## config.mk

```make
export PLATFORM = sky130hd
export DESIGN_NAME = hid_report_change_events_top
export DESIGN_NICKNAME = d
export VERILOG_FILES = /design/src/rtl/core/hrce_pkg.sv /design/src/rtl/core/hrce_detect.sv /design/src/rtl/core/hid_report_change_events_top.sv
export SDC_FILE = /design/constraint.sdc
export NUM_CORES = 1
export LEC_CHECK = 0
export BUFFER_PORTS_ARGS = -buffer_cell sky130_fd_sc_hd__buf_2
export CAP_MARGIN = 20
export CORE_MARGIN = 2
export CORE_UTILIZATION = 59
export DETAILED_ROUTE_END_ITERATION = 7
export PLACE_DENSITY_LB_ADDON = 0.25
export SKIP_CTS_REPAIR_TIMING = 1
export SLEW_MARGIN = 0
export SYNTH_ARGS = -nofsm -noshare
export SYNTH_HDL_FRONTEND = slang
export SYNTH_SLANG_ARGS = --single-unit
```

## constraint.sdc

```tcl
create_clock -name clk -period 8.8 [get_ports clk]
set_input_delay 0.44 -clock clk [delete_from_list [all_inputs] [get_ports clk]]
set_output_delay 0.44 -clock clk [all_outputs]
set_load 0.01 [all_outputs]
```

## src/rtl/core/hrce_pkg.sv

```systemverilog
package hrce_pkg;

    // Number of key code slots in one keyboard report
    localparam int KeySlots = 6;
    // Width of the packed key slot field
    localparam int SlotFieldW = 48;
    // Key slot bytes past the field read as zero
    localparam int SlotExtW = (KeySlots * 8 > SlotFieldW) ? KeySlots * 8 : SlotFieldW;

    localparam int ModCount  = 8;
    localparam int ButtonCount = 5;
    // Event positions: modifiers, then presses, then releases
    localparam int PressBase   = ModCount;
    localparam int ReleaseBase = ModCount + KeySlots;
    localparam int MotionPos   = ButtonCount;
    localparam int ScrollPos   = ButtonCount + 1;
    localparam int MouseEv     = ButtonCount + 2;
    localparam int KeyEv       = ModCount + 2 * KeySlots;
    localparam int NumEv       = (KeyEv > MouseEv) ? KeyEv : MouseEv;
    localparam int IdxW        = $clog2(NumEv);

    localparam logic [15:0] KeyboardPage = 16'h0007;
    localparam logic [15:0] ModBase      = 16'h00E0;
    localparam logic [15:0] DelayMax     = 16'hFFFF;

    typedef enum logic [1:0] {
        OP_KEYBOARD = 2'd0,
        OP_MOUSE    = 2'd1,
        OP_CAPTURE  = 2'd2,
        OP_UNUSED   = 2'd3
    } op_t;

    typedef enum logic [1:0] {
        KIND_KEY    = 2'd0,
        KIND_BUTTON = 2'd1,
        KIND_MOTION = 2'd2,
        KIND_SCROLL = 2'd3
    } kind_t;

    typedef struct packed {
        logic [1:0]         op;
        logic [31:0]        now_ms;
        logic [15:0]        page_code;
        logic [7:0]         modifier_bits;
        logic [47:0]        key_slots;
        logic signed [15:0] motion_x;
        logic signed [15:0] motion_y;
        logic signed [7:0]  wheel_x;
        logic signed [7:0]  wheel_y;
    } item_t;

    typedef struct packed {
        logic [7:0]                    modifiers;
        logic [KeySlots-1:0][7:0]      keys;
        logic [7:0]                    buttons;
        logic [31:0]                   time_ms;
    } state_t;

    typedef struct packed {
        logic [NumEv-1:0]              mask;
        logic [NumEv-1:0][1:0]         kind;
        logic [NumEv-1:0][15:0]        val_a;
        logic [NumEv-1:0][15:0]        val_b;
        logic [15:0]                   delay;
    } event_set_t;

endpackage

```

## src/rtl/core/hrce_detect.sv

```systemverilog
module hrce_detect
(
    input  hrce_pkg::item_t      item,
    input  hrce_pkg::state_t     state_cur,
    input  logic                 capture_enable,
    output hrce_pkg::event_set_t events,
    output hrce_pkg::state_t     state_new,
    output logic                 state_we
);

    logic [hrce_pkg::SlotExtW-1:0]           slots_ext;
    logic [hrce_pkg::KeySlots-1:0][7:0]      cur;
    logic [31:0]                             diff;
    logic [15:0]                             delay;
    logic                                    is_kbd;
    logic                                    is_mouse;
    logic                                    found;

    assign slots_ext = hrce_pkg::SlotExtW'(item.key_slots);
    assign diff      = item.now_ms - state_cur.time_ms;
    // Saturate elapsed time
    assign delay     = (|diff[31:16]) ? hrce_pkg::DelayMax : diff[15:0];

    assign is_kbd   = capture_enable && (item.op == hrce_pkg::OP_KEYBOARD)
                      && (item.page_code == hrce_pkg::KeyboardPage);
    assign is_mouse = capture_enable && (item.op == hrce_pkg::OP_MOUSE);

    always_comb
    begin
        for (int i = 0; i < hrce_pkg::KeySlots; i++)
        begin
            cur[i] = slots_ext[8*i +: 8];
        end
    end

    always_comb
    begin
        events       = '0;
        events.delay = delay;
        state_new    = state_cur;
        state_we     = 1'b0;
        found        = 1'b0;
        unique case (hrce_pkg::op_t'(item.op))
            hrce_pkg::OP_CAPTURE:
            begin
                state_new.time_ms = item.now_ms;
                state_we          = 1'b1;
            end
            hrce_pkg::OP_KEYBOARD:
            begin
                if (is_kbd)
                begin
                    state_we            = 1'b1;
                    state_new.time_ms   = item.now_ms;
                    state_new.modifiers = item.modifier_bits;
                    state_new.keys      = cur;
                    for (int i = 0; i < hrce_pkg::ModCount; i++)
                    begin
                        events.mask[i]  = item.modifier_bits[i] ^ state_cur.modifiers[i];
                        events.kind[i]  = hrce_pkg::KIND_KEY;
                        events.val_a[i] = hrce_pkg::ModBase + 16'(i);
                        events.val_b[i] = 16'(item.modifier_bits[i]);
                    end
                    // Newly present keys
                    for (int i = 0; i < hrce_pkg::KeySlots; i++)
                    begin
                        found = 1'b0;
                        for (int j = 0; j < hrce_pkg::KeySlots; j++)
                        begin
                            found = found | (state_cur.keys[j] == cur[i]);
                        end
                        events.mask[hrce_pkg::PressBase+i]  = (cur[i] != 8'd0) && !found;
                        events.kind[hrce_pkg::PressBase+i]  = hrce_pkg::KIND_KEY;
                        events.val_a[hrce_pkg::PressBase+i] = 16'(cur[i]);
                        events.val_b[hrce_pkg::PressBase+i] = 16'd1;
                    end
                    // Keys no longer present
                    for (int i = 0; i < hrce_pkg::KeySlots; i++)
                    begin
                        found = 1'b0;
                        for (int j = 0; j < hrce_pkg::KeySlots; j++)
                        begin
                            found = found | (cur[j] == state_cur.keys[i]);
                        end
                        events.mask[hrce_pkg::ReleaseBase+i]  =
                            (state_cur.keys[i] != 8'd0) && !found;
                        events.kind[hrce_pkg::ReleaseBase+i]  = hrce_pkg::KIND_KEY;
                        events.val_a[hrce_pkg::ReleaseBase+i] = 16'(state_cur.keys[i]);
                        events.val_b[hrce_pkg::ReleaseBase+i] = 16'd0;
                    end
                end
            end
            hrce_pkg::OP_MOUSE:
            begin
                if (is_mouse)
                begin
                    state_we          = 1'b1;
                    state_new.time_ms = item.now_ms;
                    state_new.buttons = item.modifier_bits;
                    for (int i = 0; i < hrce_pkg::ButtonCount; i++)
                    begin
                        events.mask[i]  = item.modifier_bits[i] ^ state_cur.buttons[i];
                        events.kind[i]  = hrce_pkg::KIND_BUTTON;
                        events.val_a[i] = 16'(i + 1);
                        events.val_b[i] = 16'(item.modifier_bits[i]);
                    end
                    events.mask[hrce_pkg::MotionPos]  =
                        (item.motion_x != 16'sd0) || (item.motion_y != 16'sd0);
                    events.kind[hrce_pkg::MotionPos]  = hrce_pkg::KIND_MOTION;
                    events.val_a[hrce_pkg::MotionPos] = item.motion_x;
                    events.val_b[hrce_pkg::MotionPos] = item.motion_y;
                    events.mask[hrce_pkg::ScrollPos]  =
                        (item.wheel_x != 8'sd0) || (item.wheel_y != 8'sd0);
                    events.kind[hrce_pkg::ScrollPos]  = hrce_pkg::KIND_SCROLL;
                    events.val_a[hrce_pkg::ScrollPos] = 16'(item.wheel_x);
                    events.val_b[hrce_pkg::ScrollPos] = 16'(item.wheel_y);
                end
            end
            hrce_pkg::OP_UNUSED:
            begin
                state_we = 1'b0;
            end
            default:
            begin
                state_we = 1'b0;
            end
        endcase
    end

endmodule

```

## src/rtl/core/hid_report_change_events_top.sv

```systemverilog
// Channel   Dir  Handshake            Payload
// input     in   in_valid/in_ready    op now_ms page_code modifier_bits key_slots
//                                     motion_x motion_y wheel_x wheel_y
// result    out  out_valid/out_ready  event_kind gap_ms value_a value_b last_event
// config    in   APB psel/penable     capture_enable at byte address 0
//
// Three register stages: input register, event register, result register.
// A report is compared against stored state as it enters the event register; events
// then leave one per cycle while the result register is free or being read, so a
// report with N events occupies the event register until its last event moves on,
// and a report with no events leaves the event register empty.
// rst_n clears all control and stored state asynchronously; capture starts disabled.
// A stalled result holds the result register; the event register and input register
// keep filling until both hold an item, then in_ready drops.
module hid_report_change_events_top
(
    input  logic               clk,
    input  logic               rst_n,

    input  logic               psel,
    input  logic               penable,
    input  logic               pwrite,
    input  logic [2:0]         paddr,
    input  logic [31:0]        pwdata,
    output logic [31:0]        prdata,
    output logic               pready,

    input  logic               in_valid,
    output logic               in_ready,
    input  logic [1:0]         op,
    input  logic [31:0]        now_ms,
    input  logic [15:0]        page_code,
    input  logic [7:0]         modifier_bits,
    input  logic [47:0]        key_slots,
    input  logic signed [15:0] motion_x,
    input  logic signed [15:0] motion_y,
    input  logic signed [7:0]  wheel_x,
    input  logic signed [7:0]  wheel_y,

    output logic               out_valid,
    input  logic               out_ready,
    output logic [1:0]         event_kind,
    output logic [15:0]        gap_ms,
    output logic signed [15:0] value_a,
    output logic signed [15:0] value_b,
    output logic               last_event
);

    // Configuration
    logic capture_enable_reg;
    logic cfg_write;

    // Input register
    logic              in_valid_reg;
    hrce_pkg::item_t   item_reg;
    hrce_pkg::item_t   item_in;

    // Stored report state
    hrce_pkg::state_t  state_reg;
    hrce_pkg::state_t  state_new;
    logic              state_we;

    // Event register
    hrce_pkg::event_set_t events;
    logic [hrce_pkg::NumEv-1:0]        mask_reg;
    logic [hrce_pkg::NumEv-1:0]        mask_next;
    logic [hrce_pkg::NumEv-1:0][1:0]   kind_reg;
    logic [hrce_pkg::NumEv-1:0][15:0]  val_a_reg;
    logic [hrce_pkg::NumEv-1:0][15:0]  val_b_reg;
    logic [15:0]                       delay_reg;
    logic                              first_reg;
    logic                              first_next;
    logic [hrce_pkg::NumEv-1:0]        pick;
    logic [hrce_pkg::NumEv-1:0]        mask_rest;
    logic [hrce_pkg::IdxW-1:0]         pick_idx;

    // Result register
    logic        out_valid_reg;
    logic        out_valid_next;
    logic [1:0]  kind_out_reg;
    logic [15:0] delay_out_reg;
    logic [15:0] a_out_reg;
    logic [15:0] b_out_reg;
    logic        last_out_reg;

    // Flow control
    logic work_free;
    logic eval_fire;
    logic emit_fire;
    logic out_open;

    // ---------------------------------------------------------------- config port
    assign pready    = 1'b1;
    assign cfg_write = psel && penable && pwrite && (paddr[2] == 1'b0);
    assign prdata    = (paddr[2] == 1'b0) ? {31'd0, capture_enable_reg} : 32'd0;

    always_ff @(posedge clk or negedge rst_n)
    begin
        if (!rst_n)
        begin
            capture_enable_reg <= 1'b0;
        end
        else if (cfg_write)
        begin
            capture_enable_reg <= pwdata[0];
        end
    end

    // ---------------------------------------------------------------- input register
    assign item_in.op            = op;
    assign item_in.now_ms        = now_ms;
    assign item_in.page_code     = page_code;
    assign item_in.modifier_bits = modifier_bits;
    assign item_in.key_slots     = key_slots;
    assign item_in.motion_x      = motion_x;
    assign item_in.motion_y      = motion_y;
    assign item_in.wheel_x       = wheel_x;
    assign item_in.wheel_y       = wheel_y;

    // Take a new transfer while the input register is empty or its held item moves on this cycle
    assign in_ready = !in_valid_reg || eval_fire;

    always_ff @(posedge clk or negedge rst_n)
    begin
        if (!rst_n)
        begin
            in_valid_reg <= 1'b0;
        end
        else if (in_ready)
        begin
            in_valid_reg <= in_valid;
        end
    end

    always_ff @(posedge clk)
    begin
        if (in_valid && in_ready)
        begin
            item_reg <= item_in;
        end
    end

    // ---------------------------------------------------------------- compare
    hrce_detect u_detect
    (
        .item           (item_reg),
        .state_cur      (state_reg),
        .capture_enable (capture_enable_reg),
        .events         (events),
        .state_new      (state_new),
        .state_we       (state_we)
    );

    always_ff @(posedge clk or negedge rst_n)
    begin
        if (!rst_n)
        begin
            state_reg <= '0;
        end
        else if (eval_fire && state_we)
        begin
            state_reg <= state_new;
        end
    end

    // ---------------------------------------------------------------- event register
    // Lowest pending event goes out first, which keeps report order
    assign pick      = mask_reg & (~mask_reg + hrce_pkg::NumEv'(1));
    assign mask_rest = mask_reg & ~pick;

    always_comb
    begin
        pick_idx = '0;
        for (int i = 0; i < hrce_pkg::NumEv; i++)
        begin
            if (pick[i])
            begin
                pick_idx = hrce_pkg::IdxW'(i);
            end
        end
    end

    assign out_open  = !out_valid_reg || out_ready;
    assign emit_fire = (mask_reg != '0) && out_open;
    // Event register is free when empty or as its final event moves to the result register
    assign work_free = (mask_reg == '0) || (emit_fire && (mask_rest == '0));
    assign eval_fire = in_valid_reg && work_free;

    always_comb
    begin
        mask_next  = mask_reg;
        first_next = first_reg;
        priority if (eval_fire)
        begin
            mask_next  = events.mask;
            first_next = 1'b1;
        end
        else if (emit_fire)
        begin
            mask_next  = mask_rest;
            first_next = 1'b0;
        end
        else
        begin
            mask_next  = mask_reg;
            first_next = first_reg;
        end
    end

    always_ff @(posedge clk or negedge rst_n)
    begin
        if (!rst_n)
        begin
            mask_reg  <= '0;
            first_reg <= 1'b0;
        end
        else
        begin
            mask_reg  <= mask_next;
            first_reg <= first_next;
        end
    end

    always_ff @(posedge clk)
    begin
        if (eval_fire)
        begin
            kind_reg  <= events.kind;
            val_a_reg <= events.val_a;
            val_b_reg <= events.val_b;
            delay_reg <= events.delay;
        end
    end

    // ---------------------------------------------------------------- result register
    always_comb
    begin
        out_valid_next = out_valid_reg;
        priority if (emit_fire)
        begin
            out_valid_next = 1'b1;
        end
        else if (out_ready)
        begin
            out_valid_next = 1'b0;
        end
        else
        begin
            out_valid_next = out_valid_reg;
        end
    end

    always_ff @(posedge clk or negedge rst_n)
    begin
        if (!rst_n)
        begin
            out_valid_reg <= 1'b0;
        end
        else
        begin
            out_valid_reg <= out_valid_next;
        end
    end

    // Only the first event of a report carries the elapsed time
    always_ff @(posedge clk)
    begin
        if (emit_fire)
        begin
            kind_out_reg  <= kind_reg[pick_idx];
            delay_out_reg <= first_reg ? delay_reg : 16'd0;
            a_out_reg     <= val_a_reg[pick_idx];
            b_out_reg     <= val_b_reg[pick_idx];
            last_out_reg  <= (mask_rest == '0);
        end
    end

    assign out_valid  = out_valid_reg;
    assign event_kind = kind_out_reg;
    assign gap_ms     = delay_out_reg;
    assign value_a    = a_out_reg;
    assign value_b    = b_out_reg;
    assign last_event = last_out_reg;

    // ---------------------------------------------------------------- assertions
    // A later event of the same report never carries a delay
    assert property (@(posedge clk) disable iff (!rst_n)
        (emit_fire && !first_reg) |=> (delay_out_reg == 16'd0))
        else $error("non-first event carries a delay");

    // After the final event leaves, either the register is empty or a fresh report starts
    assert property (@(posedge clk) disable iff (!rst_n)
        (emit_fire && (mask_rest == '0)) |=> ((mask_reg == '0) || first_reg))
        else $error("event register left in a stale state");

    // A shown event that is not the last one must leave more events pending
    assert property (@(posedge clk) disable iff (!rst_n)
        (out_valid_reg && !last_out_reg) |-> (mask_reg != '0))
        else $error("report ended without a last event");

    // The input register only advances while the event register can take it
    assert property (@(posedge clk) disable iff (!rst_n)
        (in_valid_reg && !work_free) |=> (in_valid_reg && $stable(item_reg)))
        else $error("held item lost while event register busy");

endmodule

```

# ---- Word-level counts from Yosys, hierarchy flattened
# Index checks and enable logic that the tools add are counted.
# W data, S select, Z words.
dict set report classes {
  add_sub_neg 2
  multipliers 0
  div_mod_pow 0
  magnitude_cmp 1
  n_eq_ne 78
  n_shift 0
  mux 48
  bitwise_logic 78
  n_reduce_logical 70
}
# operator count
set ops {}
lappend ops {{$mux W700} 1}
lappend ops {{$eq A8 B8 Y1} 72}
lappend ops {{$pmux W112 S2} 2}
lappend ops {{$mux W112} 2}
lappend ops {{$bmux W16 S5} 2}
lappend ops {{$reduce_bool A8 Y1} 14}
lappend ops {{$pmux W32 S3} 1}
lappend ops {{$mux W5} 17}
lappend ops {{$mux W32} 2}
lappend ops {{$or A1 B1 Y1} 60}
lappend ops {{$and A20 B20 Y20} 2}
lappend ops {{$logic_not A20 Y1} 2}
lappend ops {{$mux W20} 2}
lappend ops {{$not A20 Y20} 2}
lappend ops {{$mux W16} 2}
lappend ops {{$reduce_bool A16 Y1} 2}
lappend ops {{$sub A32 B32 Y32} 1}
lappend ops {{$pmux W14 S2} 1}
lappend ops {{$logic_and A1 B1 Y1} 23}
lappend ops {{$add A20 B1 Y20 const B} 1}
lappend ops {{$reduce_bool A20 Y1} 1}
lappend ops {{$eq A16 B3 Y1 const B} 1}
lappend ops {{$reduce_or A16 Y1} 1}
lappend ops {{$logic_not A1 Y1} 14}
lappend ops {{other kinds (21)} 49}
dict set report totals {
  ff_bits 1018
  latch_bits 0
  ramBits 0
  rom_bits 0
  input_bits 196
  out_inout_bits 86
  elab_cells 379
  n_memories 0
}

# ---- Depth between registers and ports, before layout
dict set report depth {
  word_depth 24
  ltp_mapped 13
  mapped_depth_nobuf 12
}

# ---- Modules after synthesis
# From an unflattened synthesis, not the netlist that was laid out.
dict set report unflattened {
  hier_cells 4509
  hier_area_um2 51524.4
}
# mod instances cells_each area_per_inst_um2 seq_area_each_um2
set by_module_without_submodules {}
lappend by_module_without_submodules {hid_report_change_events_top 1 2635 38848.5 30058.8}
lappend by_module_without_submodules {hrce_detect 1 1874 12675.9 0.0}

# ---- Worst setup path after synthesis
# No wires, ideal clock.
dict set report synth_timing {
  path_type {register to register}
  start {reg mask_reg[9] (netlist name)}
  end {reg mask_reg[0] (netlist name)}
  setup_time_ns 0.094
  t_arrival_ns 7.628
  required_time_ns 8.706
  setup_slack_ns 1.078
  path_stages_with_launch 10
  path_buffers 2
  synth_period_minus_slack_ns 7.722
  path_cell_list {dfrtp_1 -> buf_2 -> or4_4 -> nand2b_4 -> or3_4 -> a2111oi_4 -> a21oi_1 -> a21oi_2 -> buf_1 -> a32o_1}
}
dict set report synth_via {
  elab_chain_cells 10
  elab_cells_between_ends 14
  cone_classes {add/sub: 1; mux: 1; bitwise: 4; reduce/logical: 8}
}
# element line
set synth_rtl {}
lappend synth_rtl {{start: declaration} hid_report_change_events_top.sv:65} ;# logic [hrce_pkg::NumEv-1:0] mask_reg;
lappend synth_rtl {{start signal: assignment} hid_report_change_events_top.sv:219} ;# mask_reg <= mask_next;
lappend synth_rtl {{$not A20 Y20} hid_report_change_events_top.sv:168} ;# assign pick = mask_reg & (~mask_reg + hrce_pkg::NumEv'(1));
lappend synth_rtl {{$add A20 B1 Y20} hid_report_change_events_top.sv:168}
lappend synth_rtl {{$and A20 B20 Y20} hid_report_change_events_top.sv:168}
lappend synth_rtl {{$not A20 Y20} hid_report_change_events_top.sv:169} ;# assign mask_rest = mask_reg & ~pick;
lappend synth_rtl {{$and A20 B20 Y20} hid_report_change_events_top.sv:169}
lappend synth_rtl {{$logic_not A20 Y1} hid_report_change_events_top.sv:186} ;# assign work_free = (mask_reg == '0) || (emit_fire && (mask_rest == '0));
lappend synth_rtl {{$logic_and A1 B1 Y1} hid_report_change_events_top.sv:186}
lappend synth_rtl {{$logic_or A1 B1 Y1 *} hid_report_change_events_top.sv:186}
lappend synth_rtl {{$logic_and A1 B1 Y1 *} hid_report_change_events_top.sv:187} ;# assign eval_fire = in_valid_reg && work_free;
lappend synth_rtl {{via eval_fire} hid_report_change_events_top.sv:88} ;# logic eval_fire;
lappend synth_rtl {{$mux W20 or $reduce_bool A2 Y1 (tied branches)} n/a}
# Mark *: on every way through the listed nets, which the timed path passes. The rest lies on a longest branch.
# A chain may end at the register's enable or synchronous reset.

# ---- Worst setup path in the final report
dict set report layout_timing {
  start {reg mask_reg[0] (netlist name)}
  end {reg item_reg[34] (netlist name) (enable)}
}
dict set report layout_via {
  elab_chain_cells 11
  elab_cells_between_ends 14
  cone_classes {add/sub: 1; bitwise: 4; reduce/logical: 9}
}
# element line
set layout_rtl {}
lappend layout_rtl {{$not A20 Y20} hid_report_change_events_top.sv:168}
lappend layout_rtl {{$add A20 B1 Y20} hid_report_change_events_top.sv:168}
lappend layout_rtl {{$and A20 B20 Y20} hid_report_change_events_top.sv:168}
lappend layout_rtl {{$not A20 Y20} hid_report_change_events_top.sv:169}
lappend layout_rtl {{$and A20 B20 Y20} hid_report_change_events_top.sv:169}
lappend layout_rtl {{$logic_not A20 Y1} hid_report_change_events_top.sv:186}
lappend layout_rtl {{$logic_and A1 B1 Y1} hid_report_change_events_top.sv:186}
lappend layout_rtl {{$logic_or A1 B1 Y1 *} hid_report_change_events_top.sv:186}
lappend layout_rtl {{$logic_and A1 B1 Y1 *} hid_report_change_events_top.sv:187}
lappend layout_rtl {{$logic_or A1 B1 Y1 *} hid_report_change_events_top.sv:121} ;# assign in_ready = !in_valid_reg || eval_fire;
lappend layout_rtl {{$logic_and A1 B1 Y1 *} hid_report_change_events_top.sv:137} ;# if (in_valid && in_ready)
lappend layout_rtl {{end signal: assignment} hid_report_change_events_top.sv:139} ;# item_reg <= item_in;
lappend layout_rtl {{end: declaration} hid_report_change_events_top.sv:55} ;# hrce_pkg::item_t item_reg;
# Mark *: on every way between the ends. The rest lies on a longest branch, timed or not.

==> out/results.md <==
| Parameter | This run |
|---|---|
| Power, Total | 0.01028 W |
| Post-route clock period utilization | 53.12% |
| Final global-route overflow total | 0 |
| Worst hold path type | in -> reg |
| Slew at the pin closest to its max-slew limit | 929.9 ps |
| Detailed Place HPWL | 46,780 um |
| Count of filler cells inserted in the layout | 3,237 |
| Reg2reg path depth | 9 |
| Average size of a mapped cell | 11.10 sq um |
| Pin count of the biggest net entering global routing | 110 |
| Detailed-route DRC error count | 0 |
| Total Routed Length | 68,620 um |
| Area delta synth->final | 10.69% |
| Worst EP arrival | 4900 ps |
| Worst-case setup slack after placement | 4143 ps |
| Number of I/O port buffers | 216 |
| Worst VDD drop | 0.3349 mV |
| Leak | 10.70 nW |
| Seq/Total Area, Yosys | 56.32% |
| RSZ-0062 raised after global routing | no |
| Wire length of the first global-routing pass | 103,800 um |
| Cell family with most CP delay | simple AND/OR/NAND/NOR gates |
| Total track usage | 31.01% |
| Hold path cells | 1 |
| Highest routing layer actually used | met4 |
| Post-synth ARST share | 23.68% |
| Wl on met1 | 29,330 um |
| Die Span Y | 211.1 um |
| Most frequent cells after synthesis | 377 x sky130_fd_sc_hd__edfxtp_1, 326 x sky130_fd_sc_hd__nand2_1, 245 x sky130_fd_sc_hd__xnor2_1 |
| Cts bufs inserted | 50 |
| Worst hold slack across all endpoints | 13.33 ps |
| Core area | 0.04213 sq mm |
| Number of distinct library cell variants in the gate-level netlist after synthesis | 84 |
| Top area cells in the synthesized netlist | sky130_fd_sc_hd__edfxtp_1 45%, sky130_fd_sc_hd__dfrtp_1 12%, sky130_fd_sc_hd__xnor2_1 8.5% |
| Netlist Area Pre-Place | 0.02530 sq mm |
| Met2 layer wire length in the routed design | 31,200 um |
| Met3 wirelength from detailed routing | 6423 um |
| CTS tree | built |
| Worst-Skew Late Latency | 610 ps |
| Final TNS setup | 0 ps |
| Average via count per standard cell | 6.063 |
| Flops & latches, synth | 494 |
| # IOs | 282 |
| Fin Clk Skew | 24.25 ps |
| Total power per unit cell area | 366.9 mW/mm^2 |
| Worst setup margin | 4126 ps |
| Max FO, Critical Path | 53 |
| Horizontal die dimension | 211.1 um |
| F_max | 0.2139 GHz |
| Run status | finished clean |
| Top cell type's share of synthesized area | 44.75% |
| Primary flip-flop cell chosen by synthesis mapping | sky130_fd_sc_hd__edfxtp_1 |
| Antenna Nets Post-Route | 0 |
| Number of antenna violations at the first check in global routing | 2 |
| Yosys warning count | 0 |
| Series of cell instances along the critical path | nor4_4, nand4_2, or3_4, a2111oi_4, a21oi_1, and2_1, nand2_1, and2_4, buf_4 |
| Required time of the worst setup path | 9020 ps |
| Weighted congestion at the end of routability-driven global placement | 0.9472 |
| Iteration count of the initial detailed-routing pass | 6 |
| Max FFs per register | 154 |
| Fraction of layout instances using a drive strength above 1 | 15.05% |
| Biggest area consumer among synthesized cells | sky130_fd_sc_hd__edfxtp_1 |
| Worst path slowest cell | sky130_fd_sc_hd__buf_4 |
| Number of global-route vias before repair | 17,580 |
| Final-report setup violation count | 0 |
| Clock tree buffer depth | 3 |
| Critical path class | reg -> reg |
| Layout Nets | 2,621 |
| Worst-case headroom to the max-slew limit | 38.01% |
| Final count of pins violating max slew | 0 |
| First DRT Iteration DRCs | 1,991 |
| Startpoint kind of the worst setup timing path | flip-flop |
| Crit path depth | 9 |
| Worst stage delay on the critical path | 680 ps |
| Post-Route Utilization | 66.46% |
| Cell at the root of the clock tree | sky130_fd_sc_hd__clkbuf_16 |
| Count of flip-flops with a built-in enable after synthesis | 377 |
| Type of destination of the critical path | flip-flop |
| Crit path buffers/inverters | 1 |
| CTS Sinks | 494 |
| Die Footprint | 0.04455 sq mm |
| Hold Violations, Final | 0 |
| Via count | 18,040 |
| Reg clk slew, reported paths | 70 ps |
| Level count of the clock H-tree | 2 |
| Max-cap violations | 0 |
| Initial core utilization | 60.05% |
| Cell with the most instances after synthesis | sky130_fd_sc_hd__edfxtp_1 |
| Standard-cell rows | 75 |
| Number of instances in the synthesized netlist | 2,280 |
| WL per Instance | 23.06 um |
| Min cycle time layout | 4674 ps |
## routing by layer
layer  up-vias  GRT usage (%)
li1       8208              -
met2       854          47.99
met4         0          9.082
met1      8873          45.27
met3       107          5.367
met5         -              0
## power breakdown
part | internal (W) | switching (W) | total, W
Combinational | 0.00140 | 0.00234 | 0.00374
Sequential | 0.00375 | 0.000748 | 0.00450
Clock | 0.00115 | 0.000894 | 0.00204
## cell type report
class,count,area [sq um],share of cell area (%)
clock inverters,27,230.2,0.8221
inverters,51,191.4,0.6836
multi-input cells,1558,10080,35.99
repair buffers,238,1254,4.477
clock buffers,64,1314,4.691
flip-flops and latches,494,14250,50.88
diodes,5,12.51,0.04468
well taps,539,674.4,2.408
## worst paths after layout
path	start	to	slack [ps]
worst max-delay path	mask_reg[0]$_DFFE_PN0P_	item_reg[34]$_DFFE_PP_	4130
worst min-delay path	wheel_y[0]	item_reg[0]$_DFFE_PP_	10
worst max register to register	mask_reg[0]$_DFFE_PN0P_	item_reg[34]$_DFFE_PP_	4130
worst min register to register	state_reg[21]$_DFFE_PN0P_	state_reg[21]$_DFFE_PN0P_	490
max in group asynchronous	rst_n	state_reg[82]$_DFFE_PN0P_	6830
min in group asynchronous	rst_n	state_reg[1]$_DFFE_PN0P_	330
## worst register-to-register path, cell delays in order (launching register included)
cell and delay (ps):
sky130_fd_sc_hd__dfrtp_1 470, sky130_fd_sc_hd__nor4_4 550, sky130_fd_sc_hd__nand4_2 370, sky130_fd_sc_hd__or3_4 490, sky130_fd_sc_hd__a2111oi_4 410, sky130_fd_sc_hd__a21oi_1 190, sky130_fd_sc_hd__and2_1 290, sky130_fd_sc_hd__nand2_1 140
sky130_fd_sc_hd__and2_4 670, sky130_fd_sc_hd__buf_4 690
## through the flow
stage,std cells,instance area (sq um)
final,2976,28000
after global routing,2971,27990
after detailed placement,2878,26430
after floorplan,2310,25410
after CTS,2969,27970
after global placement,2878,26430
## cells by family after synthesis
logic type	Yosys count	share of synthesized area, %
buffers and inverters	258	4.416
AOI/OAI and AO/OA	309	8.194
other	2	0.02968
muxes	42	1.845
adders and majority gates	34	1.691
xor gates and xnor gates	312	10.80
DFF	494	56.32
and+or+nand+nor	829	16.71
## cells in the final DEF, fill, tap and decap left out, drive strengths merged, types with 9 or more instances in the layout
| master | instances |
|---|---|
| dfrtp | 117 |
| nor3 | 27 |
| edfxtp | 377 |
| nand2 | 326 |
| a22oi | 9 |
| nand4 | 68 |
| nor4 | 66 |
| nand3 | 17 |
| nor2b | 12 |
| nand2b | 15 |
| and2 | 170 |
| xor2 | 67 |
| conb | 32 |
| o21ai | 59 |
| xnor2 | 245 |
| a31oi | 22 |
| mux2 | 37 |
| clkinv | 22 |
| buf | 236 |
| o21a | 25 |
| nor2 | 76 |
| a211oi | 29 |
| a21oi | 74 |
| ha | 31 |
| inv | 53 |
| clkbuf | 64 |
| or3 | 22 |
Power figures use the tool's default switching activity.
